### config.mk
export PLATFORM = sky130hd
export DESIGN_NAME = mab_ctrl
export DESIGN_NICKNAME = d
export VERILOG_FILES = /design/src/sv/mab_pkg.sv /design/src/sv/mab_ctrl.sv
export SDC_FILE = /design/constraint.sdc
export NUM_CORES = 1
export LEC_CHECK = 0
export BUFFER_PORTS_ARGS = -buffer_cell sky130_fd_sc_hd__buf_4
export CAP_MARGIN = 25
export CORE_AREA = 2 2 57 59
export DETAILED_ROUTE_END_ITERATION = 7
export DIE_AREA = 0 0 59 61
export PLACE_DENSITY = 0.81
export SETUP_SLACK_MARGIN = 0.15
export SLEW_MARGIN = 20
export SYNTH_ARGS = -nofsm -noshare
export SYNTH_HDL_FRONTEND = slang
export SYNTH_SLANG_ARGS = --single-unit
### constraint.sdc
create_clock -name clk_i -period 1.66 [get_ports clk_i]
set_input_delay 0 -clock clk_i [delete_from_list [all_inputs] [get_ports clk_i]]
set_output_delay 0 -clock clk_i [all_outputs]
set_load 0.02 [all_outputs]
### src/sv/mab_pkg.sv
package mab_pkg;

  localparam int unsigned MAX_ORDER_DEF = 8;
  localparam int unsigned IDX_W         = 3;
  localparam int unsigned DATA_W        = 32;
  localparam int unsigned SIZE_W        = 4;
  localparam logic [SIZE_W-1:0] SIZE_RST = 4'd8;

  // request command codes
  typedef enum logic [1:0] {
    CMD_WR_A    = 2'd0,
    CMD_WR_B    = 2'd1,
    CMD_COMPUTE = 2'd2
  } cmd_e;

  // which sum a MAC step belongs to
  typedef enum logic [1:0] {
    OP_AB = 2'd0,  // P[i][j] += A[i][k]*B[k][j]
    OP_T1 = 2'd1,  // t1 += P[i][k]*B[j][k]
    OP_T2 = 2'd2   // t2 += A[k][i]*A[k][j]
  } op_e;

  typedef struct packed {
    logic             valid;
    op_e              op;
    logic [IDX_W-1:0] i;
    logic [IDX_W-1:0] j;
    logic [IDX_W-1:0] k;
    logic             first;  // restart the accumulator
    logic             last;   // closes the current sum
    logic             tail;   // last element of R
  } mac_cmd_t;

  typedef struct packed {
    logic busy;         // a step is somewhere in the pipe
    logic res_pending;  // output register holds a result
  } dp_status_t;

  typedef struct packed {
    logic                     we_a;
    logic                     we_b;
    logic [IDX_W-1:0]         row;
    logic [IDX_W-1:0]         col;
    logic signed [DATA_W-1:0] data;
  } load_t;

  // clamp a 50-bit signed sum to the 32-bit range
  function automatic logic signed [DATA_W-1:0] sat32(input logic signed [49:0] v);
    logic fits;
    fits = (v[49:31] == {19{1'b0}}) || (v[49:31] == {19{1'b1}});
    if (fits) begin
      return v[31:0];
    end else if (v[49]) begin
      return 32'sh8000_0000;
    end else begin
      return 32'sh7FFF_FFFF;
    end
  endfunction

endpackage

### src/sv/mab_ctrl.sv
module mab_ctrl (
  input  logic                         clk_i,
  input  logic                         rst_ni,
  input  logic                         start_i,
  input  logic [mab_pkg::IDX_W-1:0]    last_idx_i,
  input  mab_pkg::dp_status_t          sts_i,
  output logic                         idle_o,
  output mab_pkg::mac_cmd_t            cmd_o
);
  import mab_pkg::*;

  typedef enum logic [2:0] {
    ST_IDLE,
    ST_AB_RUN,
    ST_AB_DRAIN,
    ST_EL_WAIT,
    ST_T1_RUN,
    ST_T2_RUN,
    ST_END_DRAIN
  } state_e;

  state_e           state_q, state_d;
  logic [IDX_W-1:0] i_q, i_d, j_q, j_d, k_q, k_d;
  mac_cmd_t         cmd_q, cmd_d;

  always_comb begin
    state_d = state_q;
    i_d     = i_q;
    j_d     = j_q;
    k_d     = k_q;
    cmd_d   = '0;
    cmd_d.i = i_q;
    cmd_d.j = j_q;
    cmd_d.k = k_q;

    unique case (state_q)
      ST_IDLE: begin
        if (start_i) begin
          i_d     = '0;
          j_d     = '0;
          k_d     = '0;
          state_d = ST_AB_RUN;
        end
      end
      ST_AB_RUN: begin
        cmd_d.valid = 1'b1;
        cmd_d.op    = OP_AB;
        cmd_d.first = (k_q == '0);
        cmd_d.last  = (k_q == last_idx_i);
        if (k_q == last_idx_i) begin
          k_d = '0;
          if (j_q == last_idx_i) begin
            j_d = '0;
            if (i_q == last_idx_i) begin
              i_d     = '0;
              state_d = ST_AB_DRAIN;
            end else begin
              i_d = IDX_W'(i_q + 1'b1);
            end
          end else begin
            j_d = IDX_W'(j_q + 1'b1);
          end
        end else begin
          k_d = IDX_W'(k_q + 1'b1);
        end
      end
      ST_AB_DRAIN: begin
        if (!sts_i.busy) begin
          state_d = ST_EL_WAIT;
        end
      end
      ST_EL_WAIT: begin
        if (!sts_i.busy && !sts_i.res_pending) begin
          k_d     = '0;
          state_d = ST_T1_RUN;
        end
      end
      ST_T1_RUN: begin
        cmd_d.valid = 1'b1;
        cmd_d.op    = OP_T1;
        cmd_d.first = (k_q == '0);
        cmd_d.last  = (k_q == last_idx_i);
        if (k_q == last_idx_i) begin
          k_d     = '0;
          state_d = ST_T2_RUN;
        end else begin
          k_d = IDX_W'(k_q + 1'b1);
        end
      end
      ST_T2_RUN: begin
        cmd_d.valid = 1'b1;
        cmd_d.op    = OP_T2;
        cmd_d.first = (k_q == '0);
        cmd_d.last  = (k_q == i_q);
        cmd_d.tail  = (i_q == last_idx_i) && (j_q == last_idx_i);
        if (k_q == i_q) begin
          k_d     = '0;
          state_d = ST_EL_WAIT;
          if (j_q == last_idx_i) begin
            j_d = '0;
            if (i_q == last_idx_i) begin
              i_d     = '0;
              state_d = ST_END_DRAIN;
            end else begin
              i_d = IDX_W'(i_q + 1'b1);
            end
          end else begin
            j_d = IDX_W'(j_q + 1'b1);
          end
        end else begin
          k_d = IDX_W'(k_q + 1'b1);
        end
      end
      ST_END_DRAIN: begin
        if (!sts_i.busy) begin
          state_d = ST_IDLE;
        end
      end
      default: begin
        state_d = ST_IDLE;
      end
    endcase
  end

  always_ff @(posedge clk_i or negedge rst_ni) begin
    if (!rst_ni) begin
      state_q <= ST_IDLE;
      i_q     <= '0;
      j_q     <= '0;
      k_q     <= '0;
      cmd_q   <= '0;
    end else begin
      state_q <= state_d;
      i_q     <= i_d;
      j_q     <= j_d;
      k_q     <= k_d;
      cmd_q   <= cmd_d;
    end
  end

  assign idle_o = (state_q == ST_IDLE);
  assign cmd_o  = cmd_q;

  a_t2_bound: assert property (@(posedge clk_i) disable iff (!rst_ni)
    (cmd_q.valid && (cmd_q.op == OP_T2)) |-> (cmd_q.k <= cmd_q.i))
    else $error("upper-triangle step beyond the diagonal");

  a_tail_ends: assert property (@(posedge clk_i) disable iff (!rst_ni)
    (cmd_q.valid && cmd_q.tail && cmd_q.last) |-> (state_q == ST_END_DRAIN))
    else $error("final element issued but sequencer not finishing");

endmodule

Word level (Yosys, flattened, before mapping)
Index checks and enable logic that the tools add are counted.
- bits in registers: 27
- output and inout bits: 16
- word-level logic and storage cells: 75
- $add $sub $neg: 3
- eq/ne operators: 19
- mux-type cells: 29
- reductions and logical operators: 12
- operators with widths (kind ; count):
    $mux 3 ; 22
    $pmux 3 s3 ; 3
    $pmux 3 s7 ; 1
    $ne 2x2->1 const B ; 9
    $eq 3x3->1 ; 4
    $pmux 3 s4 ; 1
    $add 3x1->3 const B ; 3
    $eq 3x3->1 const B ; 3
    $reduce_and 9->1 ; 1
    $eq 3x2->1 const B ; 2
    $logic_not 3->1 ; 2
    $pmux 2 s2 ; 1
    $reduce_and 4->1 ; 1
    $reduce_bool 4->1 ; 1
    $eq 3x1->1 const B ; 1
    $reduce_and 3->1 ; 1
    $reduce_bool 3->1 ; 1
    $logic_and 1x1->1 ; 2
    $logic_not 1->1 ; 2
    $reduce_or 2->1 ; 1
    $mux 1 ; 1

Longest topological paths before layout
Gate-level depths: netlist of the first run.
- word-level depth: 5
- gate-level depth with buffers: 7

Least setup slack after synthesis of the first run
No wires, ideal clock.
- kind: flip-flop to flip-flop
- from: register k_q[1]
- to: register j_q[2]
- setup time: 0.124 ns
- data arrival time: 1.565 ns
- required time: 1.536 ns
- path slack: -0.029 ns
- stages on the path, launching flop included: 6
- buffers on the path: 0
- clock period less this slack: 1.689 ns
- cell sequence: dfrtp_1 > xor2_1 > nor4_2 > a221oi_2 > or2_4 > a211o_1
- word-level cells in the longest chain between the ends: 3
- RTL lines (item ; line ; source):
    from (decl) ; mab_ctrl.sv:23 ; logic [IDX_W-1:0] i_q, i_d, j_q, j_d, k_q, k_d;
    from (signal assigned) ; mab_ctrl.sv:136 ; k_q <= k_d;
    $eq 3x3->1 (on tied branches) ; mab_ctrl.sv:96, mab_ctrl.sv:50 ;
    $ne 2x2->1 (no line) ; - ;
    $reduce_and 4->1 (no line) (*) ; - ;
    to (signal assigned) ; mab_ctrl.sv:135 ; j_q <= j_d;
    to (decl) ; mab_ctrl.sv:23 ;
Every way passes the cells marked *; elsewhere a longest branch is shown, timed or not.
A chain may end at the register's enable or synchronous reset.

Final worst setup path of the first run
- from: register i_q[1]
- to: register j_q[2]
- word-level cells in the longest chain between the ends: 3
- RTL lines (item ; line ; source):
    from (decl) ; mab_ctrl.sv:23 ;
    from (signal assigned) ; mab_ctrl.sv:134 ; i_q <= i_d;
    $eq 3x3->1 ; mab_ctrl.sv:96 ; if (k_q == i_q) begin
    $ne 2x2->1 (no line) ; - ;
    $reduce_and 4->1 (no line) ; - ;
No other way between the ends.

==> reports/metrics.yaml, run 1 <==
run_status:
  outcome: "finished, violations left"
  violations: "setup timing"
timing:
  finalMaxSlewViolations: 0
  fmax_ghz: 0.573
  worstMarginPinSlew_ns: 0.387
  hold_viol: 0
  relSlewSlack_pct: 74.2
  layout_setup_ws_ns: -0.0840
  setup_violations: 6
  rsz0062_at_grt: "true"
  finClkSkew_ns: 0.00362
  min_period_ns: 1.74
  min_period_over_period_pct: 105
  finalSetupTns_ns: -0.205
placement:
  placed_area_um2: 1720
  io_buffers: 23
  dpl.hpwl_mm: 2.35
  place_congestion: 0.885
yosys:
  ys_seq_area_share_pct: 48.8
  synth_top_family_by_area: "simple AND/OR/NAND/NOR gates"
  synth_seq_cells: 27
  synth-compound-area-share_pct: 14.6
  syn_nets: 145
  synth-edff-count: 0
  synthXorXnorAreaFrac_pct: 8.77
  synthSimpleGateAreaFrac_pct: 20.0
  synthFlopType: "dfrtp_1"
  synthTopCellsByArea: "dfrtp_1, xor2_1, ha_1, o21ai_0, nand2_1"
  netlist_area_um2: 1380
  synth_cells: 133
  yosys_warnings: 0
  yosysTopAreaCellShare_pct: 48.8
  yosys.area_share.adder_pct: 3.62
  yosys.area.top_type: "dfrtp_1"
  yosysUniqueCellTypes: 39
  muxShareOfSynthArea_pct: 0.814
  synthArstFlopShare_pct: 100
  synth_area_per_cell_um2: 10.4
clock_network:
  clkTransAtPathRegs_ns: 0.15
  clock_path_buffers: 2
  cts_tree: "done"
  cts_max_level: 1
  root_buffer: "clkbuf_4"
  cts_buffers: 3
  insertion_delay_ns: 0.33
  cts_sinks: 27
global_route:
  grt_overflow: 0
  grt_max_degree: 28
  grt_pass1_wl_mm: 5.50
  grt_usage_pct: 20.6
  grt_pass1_vias: 1198
  antenna_found_initial: 0
floorplanning:
  fp.dieW_um: 59
  rows: 20
  initial_core_util_pct: 46.9
  fp.coreArea_um2: 2950
  io_pins: 24
  fp.dieH_um: 61
  dieArea_um2: 3600
setup_path:
  start_kind: "flip-flop"
  required_ns: 1.90
  cp_cell_sequence: "xor2_2 -> nor4_4 -> a221oi_2 -> or2_4 -> a211o_1"
  worst_setup_path_end_kind: "flip-flop"
  crit_slowest_cell: "dfrtp_2"
  crit_buf_inv: 0
  path_delay_family: "simple AND/OR/NAND/NOR gates"
  critPathKind: "flip-flop to flip-flop"
  worstPathArrival_ns: 1.98
  slowest_delay_ns: 0.47
  cp_max_fo: 5
route:
  wirelength_mm: 3.46
  drtPass1Iterations: 6
  postRouteAntennaNets: 0
  vias: 1210
  remaining_drc_errors: 0
  via_per_inst: 5.68
  routedWlPerCell_um: 16.2
  first_iter_violations: 69
power:
  p_leak_nw: 0.902
  powerDensity_nw_per_um2: 1640
  vdd_ir_drop_max_v: 0.000473
layout:
  area_delta_synth_final_pct: 39.8
  post-route-util_pct: 65.5
  drive_gt1_share_pct: 44.4
  num-nets-final: 193
  antenna_cells: 0
  stdcell_area_um2: 1930
min_path:
  hp-class: "input port to flip-flop"
job:
  maxCapViolations: 0
==> per-stage QoR <==
stage	worst slack [ns]	power [W]	hold slack, ns	cells
final	-0.0840	0.00316	0.0773	213
after global routing	-0.153	0.00335	0.112	213
after CTS	-0.0770	0.00298	0.0804	210
after detailed placement	-0.0581	0.00251	-0.0697	201
after global placement	0.00425	0.00244	-0.0752	201
after floorplan	-0.0189	0.00188	-0.296	133
==> metal layers <==
metal  vias up  track usage, %  part of all wire, %
li1        566               -                    -
met1       598            23.6                   42
met2        38            38.1                   52
met3         8            2.13                  3.9
met4         0            10.7                  2.1
met5         -               0                    0
==> state kept, by name (all words and copies together), names as in the netlist <==
name,cells
cmd_o,15
j_q,3
state_q,3
i_q,3
k_q,3
==> power by group <==
part	internal, W	switching, W	total (W)
Clock	0.0000943	0.000199	0.000293
Sequential	0.000869	0.000191	0.00106
Combinational	0.000873	0.000939	0.00181
Total	0.00184	0.00133	0.00316
==> logic make-up after synthesis <==
| logic type | count (synthesis) |
|---|---|
| xor gates and xnor gates | 13 |
| muxes | 1 |
| AOI/OAI and AO/OA | 28 |
| adders and majority gates | 4 |
| and+or+nand+nor | 50 |
| DFF | 27 |
| buffers and inverters | 10 |
==> repair_timing <==
action | 4_1_cts | 5_1_grt
buffers inserted | 4 | 3
endpoints found under the setup margin | 11 | 13
gates resized for setup | 13 | 17
pin swaps | 7 | 3
hold endpoints to repair | 27 | 0
hold buffers | 1 | 0
==> final cells by class <==
cell class	instances	area (µm²)
clock buffer	4	26.3
fill	214	1020
inverter	4	15.0
multi-input combinational	96	795
sequential	27	683
tap	33	41.3
timing repair buffer	49	374
==> layout by cell type (no fill, tap or decap), types with 3 or more instances in the layout <==
cell / instances
buf_4: 47
clkbuf_4: 3
nor2_1: 10
o21ai_0: 3
dfrtp_2: 6
dfrtp_1: 21
nand2_1: 11
xor2_2: 4
o21ai_1: 4
inv_1: 4
nor3_1: 5
a21oi_1: 4
xnor2_1: 4
xor2_1: 3
nand2b_1: 3
nand3b_1: 3
ha_1: 4
==> cell usage after synthesis, drive strengths merged, types with 4 or more instances <==
library cell / count
nor3: 8
inv: 4
xor2: 9
dfrtp: 27
nor2: 10
ha: 4
o31ai: 4
o21ai: 9
xnor2: 4
nand2: 11
a21oi: 4
==> final timing paths <==
| path | to | slack [ns] | startpoint | depth (start not counted) |
|---|---|---|---|---|
| min in group asynchronous | cmd_o[11] | 0.09 | rst_ni | 2 |
| max in group asynchronous | state_q[1] | 1.28 | rst_ni | 2 |
| max reg2reg | j_q[2] | -0.08 | i_q[1] | 5 |
| max | j_q[2] | -0.08 | i_q[1] | 5 |
| min reg2reg | cmd_o[8] | 0.51 | j_q[2] | 0 |
| min | state_q[2] | 0.08 | sts_i[1] | 5 |
==> tightest hold or removal path, stage by stage <==
cell and delay [ns]:
buf_4 0.13, nand2_1 0.06, o21ai_0 0.07, nand2_1 0.07, o21ai_1 0.06
Note: power is estimated with default switching activity, not from simulation.
==> inputs of run 2 (changes only) <==
Settings changed: CORE_AREA 2 2 57 59 to 2 2 51 65, DIE_AREA 0 0 59 61 to 0 0 53 67, PLACE_DENSITY 0.81 to 0.82.
==> reports/metrics.yaml, run 2 (synthesis gave the netlist of run 1 again) <==
layout:
  post-route-util_pct: 67.1
  antenna_cells: 0
  drive_gt1_share_pct: 43.3
  area_delta_synth_final_pct: 40.1
  mostFrequentLayoutCell: "buf_4"
  final_cell_mix: "buf_4, dfrtp_1, nand2_1, nor2_1, xor2_1"
  num-nets-final: 193
  largest_reg_flops: 15
  fin_cells: 216
clock_network:
  root_buffer: "clkbuf_4"
  cts_max_level: 1
  cts_sinks: 27
  clock_path_buffers: 2
  insertion_delay_ns: 0.33
  cts_tree: "done"
  clkTransAtPathRegs_ns: 0.15
  cts_buffers: 3
timing:
  worstMarginPinSlew_ns: 0.449
  finalSetupTns_ns: -0.189
  hold_ws_ns: 0.0854
  relSlewSlack_pct: 70.1
  rsz0062_at_grt: "true"
  finalMaxSlewViolations: 0
  min_period_ns: 1.75
  fmax_ghz: 0.573
  setup_violations: 6
  layout_setup_ws_ns: -0.0862
  hold_viol: 0
  finClkSkew_ns: 0.00195
  min_period_over_period_pct: 105
route:
  vias: 1212
  routedWlPerCell_um: 16.4
  remaining_drc_errors: 0
  via_per_inst: 5.61
  drtPass1Iterations: 4
  postRouteAntennaNets: 0
  wirelength_mm: 3.55
  first_iter_violations: 45
power:
  power.internal_w: 0.00181
  p_leak_nw: 0.922
  clkPwrFrac_pct: 9.7
  combPwrFrac_pct: 57.1
  powerDensity_nw_per_um2: 1600
  seq_power_share_pct: 33.2
  power_switching_share_pct: 41.8
  vdd_ir_drop_max_v: 0.000957
  switchingPower_w: 0.00130
min_path:
  hp-class: "input port to asynchronous set/reset pin"
global_route:
  grt_usage_pct: 22.3
  grt_pass1_wl_mm: 5.61
  antenna_found_initial: 0
  grt_max_degree: 28
  grt_overflow: 0
  grt_pass1_vias: 1207
floorplanning:
  fp.dieW_um: 53
  initial_core_util_pct: 47.9
  io_pins: 24
  fp.dieH_um: 67
  fp.coreArea_um2: 2890
  rows: 22
  dieArea_um2: 3550
job:
  maxCapViolations: 0
placement:
  dp.cells: 203
  dpl.hpwl_mm: 2.48
  io_buffers: 23
  place_ws_ns: -0.0765
  place_congestion: 0.888
setup_path:
  worst_setup_path_end_kind: "flip-flop"
  required_ns: 1.90
  worstPathArrival_ns: 1.99
  r2r_slack_ns: -0.09
  start_kind: "flip-flop"
  cp_max_fo: 4
  critPathKind: "flip-flop to flip-flop"
run_status:
  violations: "setup timing"
  outcome: "finished, violations left"
## run 2: critical path, stage by stage (launching register included)
cell,delay (ns)
dfrtp_2,0.47
xor2_1,0.18
nor4_2,0.35
a221oi_2,0.09
or2_4,0.27
a211o_1,0.29
## run 2: final cells by class
cell class                      instances  area (µm²)
Fill cell                             204         952
Multi-Input combinational cell         96         779
Sequential cell                        27         678
Timing Repair Buffer                   49         390
Tap cell                               36        45.0
Clock buffer                            3        22.5
Inverter                                4        15.0
Clock inverter                          1        7.51
## run 2: routing by layer
| layer | wire [µm] | GRT usage [%] |
|---|---|---|
| met1 | 1300 | 24.7 |
| met2 | 2010 | 41.3 |
| met3 | 121 | 2.47 |
| met4 | 120 | 10.3 |
| met5 | 0 | 0 |
## run 2: path summary, 6_finish.rpt
kind | to | depth (start not counted) | start
min in group clk_i | state_q[2] | 5 | sts_i[1]
hold / removal | cmd_o[8] | 2 | rst_ni
setup / recovery | j_q[2] | 5 | k_q[1]
setup reg to reg | j_q[2] | 5 | k_q[1]
max in group asynchronous | k_q[1] | 2 | rst_ni
hold reg to reg | cmd_o[7] | 0 | j_q[1]
## run 2: power groups by stage
stage / Combinational (W) / Clock, W / Sequential (W)
3_5_place_dp: 0.00147 / 0 / 0.00104
3_3_place_gp: 0.00141 / 0 / 0.00102
6_report: 0.00177 / 0.000302 / 0.00103
4_1_cts: 0.00170 / 0.000305 / 0.00103
5_1_grt: 0.00191 / 0.000330 / 0.00106
2_1_floorplan: 0.000708 / 0 / 0.00117
## run 2: metrics by stage
| stage | total power [W] | instance area [µm²] |
|---|---|---|
| finish | 0.00311 | 1940 |
| global route | 0.00330 | 1940 |
| CTS | 0.00304 | 1910 |
| detailed placement | 0.00250 | 1720 |
| global placement | 0.00243 | 1720 |
| floorplan | 0.00188 | 1400 |
## run 2: repair_timing
action / 4_1_cts / 5_1_grt
endpoints found under the setup margin: 11 / 14
hold buffers: 1 / 0
resized for setup: 19 / 7
endpoints found under the hold margin: 27 / 0
pin swaps: 9 / 0
setup buffers: 8 / 0
==> inputs of run 3 (changes only) <==
Settings changed: SETUP_SLACK_MARGIN 0.15 to 0.1.
==> reports/metrics.yaml, run 3 (synthesis gave the netlist of run 1 again) <==
layout:
  drive_gt1_share_pct: 43.7
  regArea_um2: 681
  mostFrequentLayoutCell: "buf_4"
  stdcell_area_um2: 1990
  area_delta_synth_final_pct: 44.0
  final_cell_mix: "buf_4, dfrtp_1, nand2_1"
  num-nets-final: 196
  nFillCells: 204
  antenna_cells: 0
  largest_reg_flops: 15
  multi_input_area_um2: 805
  fin_cells: 219
  post-route-util_pct: 69.0
setup_path:
  slowest_delay_ns: 0.50
  cp_max_fo: 5
  r2r_slack_ns: -0.11
  crit_slowest_cell: "dfrtp_2"
  start_kind: "flip-flop"
  critPathKind: "flip-flop to flip-flop"
  cp_cell_sequence: "xor2_2 -> nor4_4 -> a221oi_2 -> or2_4 -> a211o_1"
  worstPathArrival_ns: 1.99
  required_ns: 1.89
  worst_setup_path_end_kind: "flip-flop"
timing:
  setup_violations: 8
  relSlewSlack_pct: 74.9
  rsz0062_at_grt: "true"
  min_period_over_period_pct: 107
  layout_setup_ws_ns: -0.110
  hold_viol: 0
  min_period_ns: 1.77
  worstMarginPinSlew_ns: 0.372
  finalMaxSlewViolations: 0
  fmax_ghz: 0.565
  finalSetupTns_ns: -0.551
  hold_ws_ns: 0.0781
  finClkSkew_ns: 0.00271
clock_network:
  clkTransAtPathRegs_ns: 0.15
  clock_path_buffers: 2
  cts_sinks: 27
  root_buffer: "clkbuf_4"
  insertion_delay_ns: 0.32
  cts_tree: "done"
  cts_buffers: 3
  cts_max_level: 1
global_route:
  grt_max_degree: 28
  grt_usage_pct: 22.7
  antenna_found_initial: 0
  grt_pass1_wl_mm: 5.77
  grt_overflow: 0
  grt_pass1_vias: 1202
job:
  maxCapViolations: 0
route:
  via_per_inst: 5.55
  remaining_drc_errors: 0
  first_iter_violations: 39
  wirelength_mm: 3.58
  vias: 1215
  drtPass1Iterations: 4
  postRouteAntennaNets: 0
  routedWlPerCell_um: 16.3
min_path:
  hp-class: "input port to flip-flop"
placement:
  io_buffers: 23
  dp.cells: 202
  place_congestion: 0.876
  placed_area_um2: 1720
  dpl.hpwl_mm: 2.35
floorplanning:
  dieArea_um2: 3550
  fp.coreArea_um2: 2890
  io_pins: 24
  rows: 22
  initial_core_util_pct: 47.9
  fp.dieW_um: 53
  fp.dieH_um: 67
run_status:
  violations: "setup timing"
  outcome: "finished, violations left"
power:
  vdd_ir_drop_max_v: 0.000993
  powerDensity_nw_per_um2: 1620
  p_leak_nw: 0.935
-- run 3: cell types whose count changed in the layout (fill, tap and decap cells not counted), moves of 2 or more --
cell     change
o21ai_1      -2
buf_4        +3
dfrtp_2      +2
o31ai_2      -2
xor2_1       -2
dfrtp_1      -2
o31ai_1      +2
o21ai_0      +3
-- run 3: where the power goes --
group          internal [W]  switching [W]  leakage [nW]
Sequential         0.000864       0.000201         0.333
Clock             0.0000940       0.000194        0.0150
Combinational      0.000923       0.000953         0.587
-- run 3: critical path: cells and delay by family, from the launching register on --
kind / cells / cell delay (ns)
AO/OA/AOI/OAI: 2 / 0.37
XOR/XNOR: 1 / 0.19
flip-flops: 1 / 0.50
AND/OR/NAND/NOR: 2 / 0.63
-- run 3: metrics by stage --
stage	power, W	setup WS, ns
after floorplan	0.00188	-0.0189
after global placement	0.00241	-0.0288
after detailed placement	0.00248	-0.149
after CTS	0.00308	-0.105
after global routing	0.00343	-0.169
final	0.00323	-0.110
-- run 3: layer usage --
layer  vias to the layer above  GRT usage [%]  wire [µm]
met5                         -              0          0
met1                       602           29.3       1440
met4                         0           11.2        126
met3                        13           3.14        148
met2                        37           36.9       1860
li1                        563              -          -
-- run 3: layout make-up --
type                            instances  area share, %
Clock buffer                            4           1.32
Tap cell                               36           2.26
Timing Repair Buffer                   52           21.2
Inverter                                4          0.753
Sequential cell                        27           34.1
Multi-Input combinational cell         96           40.4
-- run 3: what timing repair did --
action	CTS	global route
setup endpoints to repair	10	14
buffers inserted	9	3
pin swaps	4	3
hold buffers	1	0
hold endpoints to repair	27	0
resized for setup	19	6
-- run 3: worst paths after layout --
kind                       startpoint    endpoint  depth (start not counted)
setup / recovery               k_q[1]      j_q[2]                          5
setup reg to reg               k_q[1]      j_q[2]                          5
min in group asynchronous      rst_ni    cmd_o[7]                          2
hold reg to reg                j_q[1]    cmd_o[7]                          0
max in group asynchronous      rst_ni      k_q[2]                          2
hold / removal               sts_i[1]  state_q[2]                          5
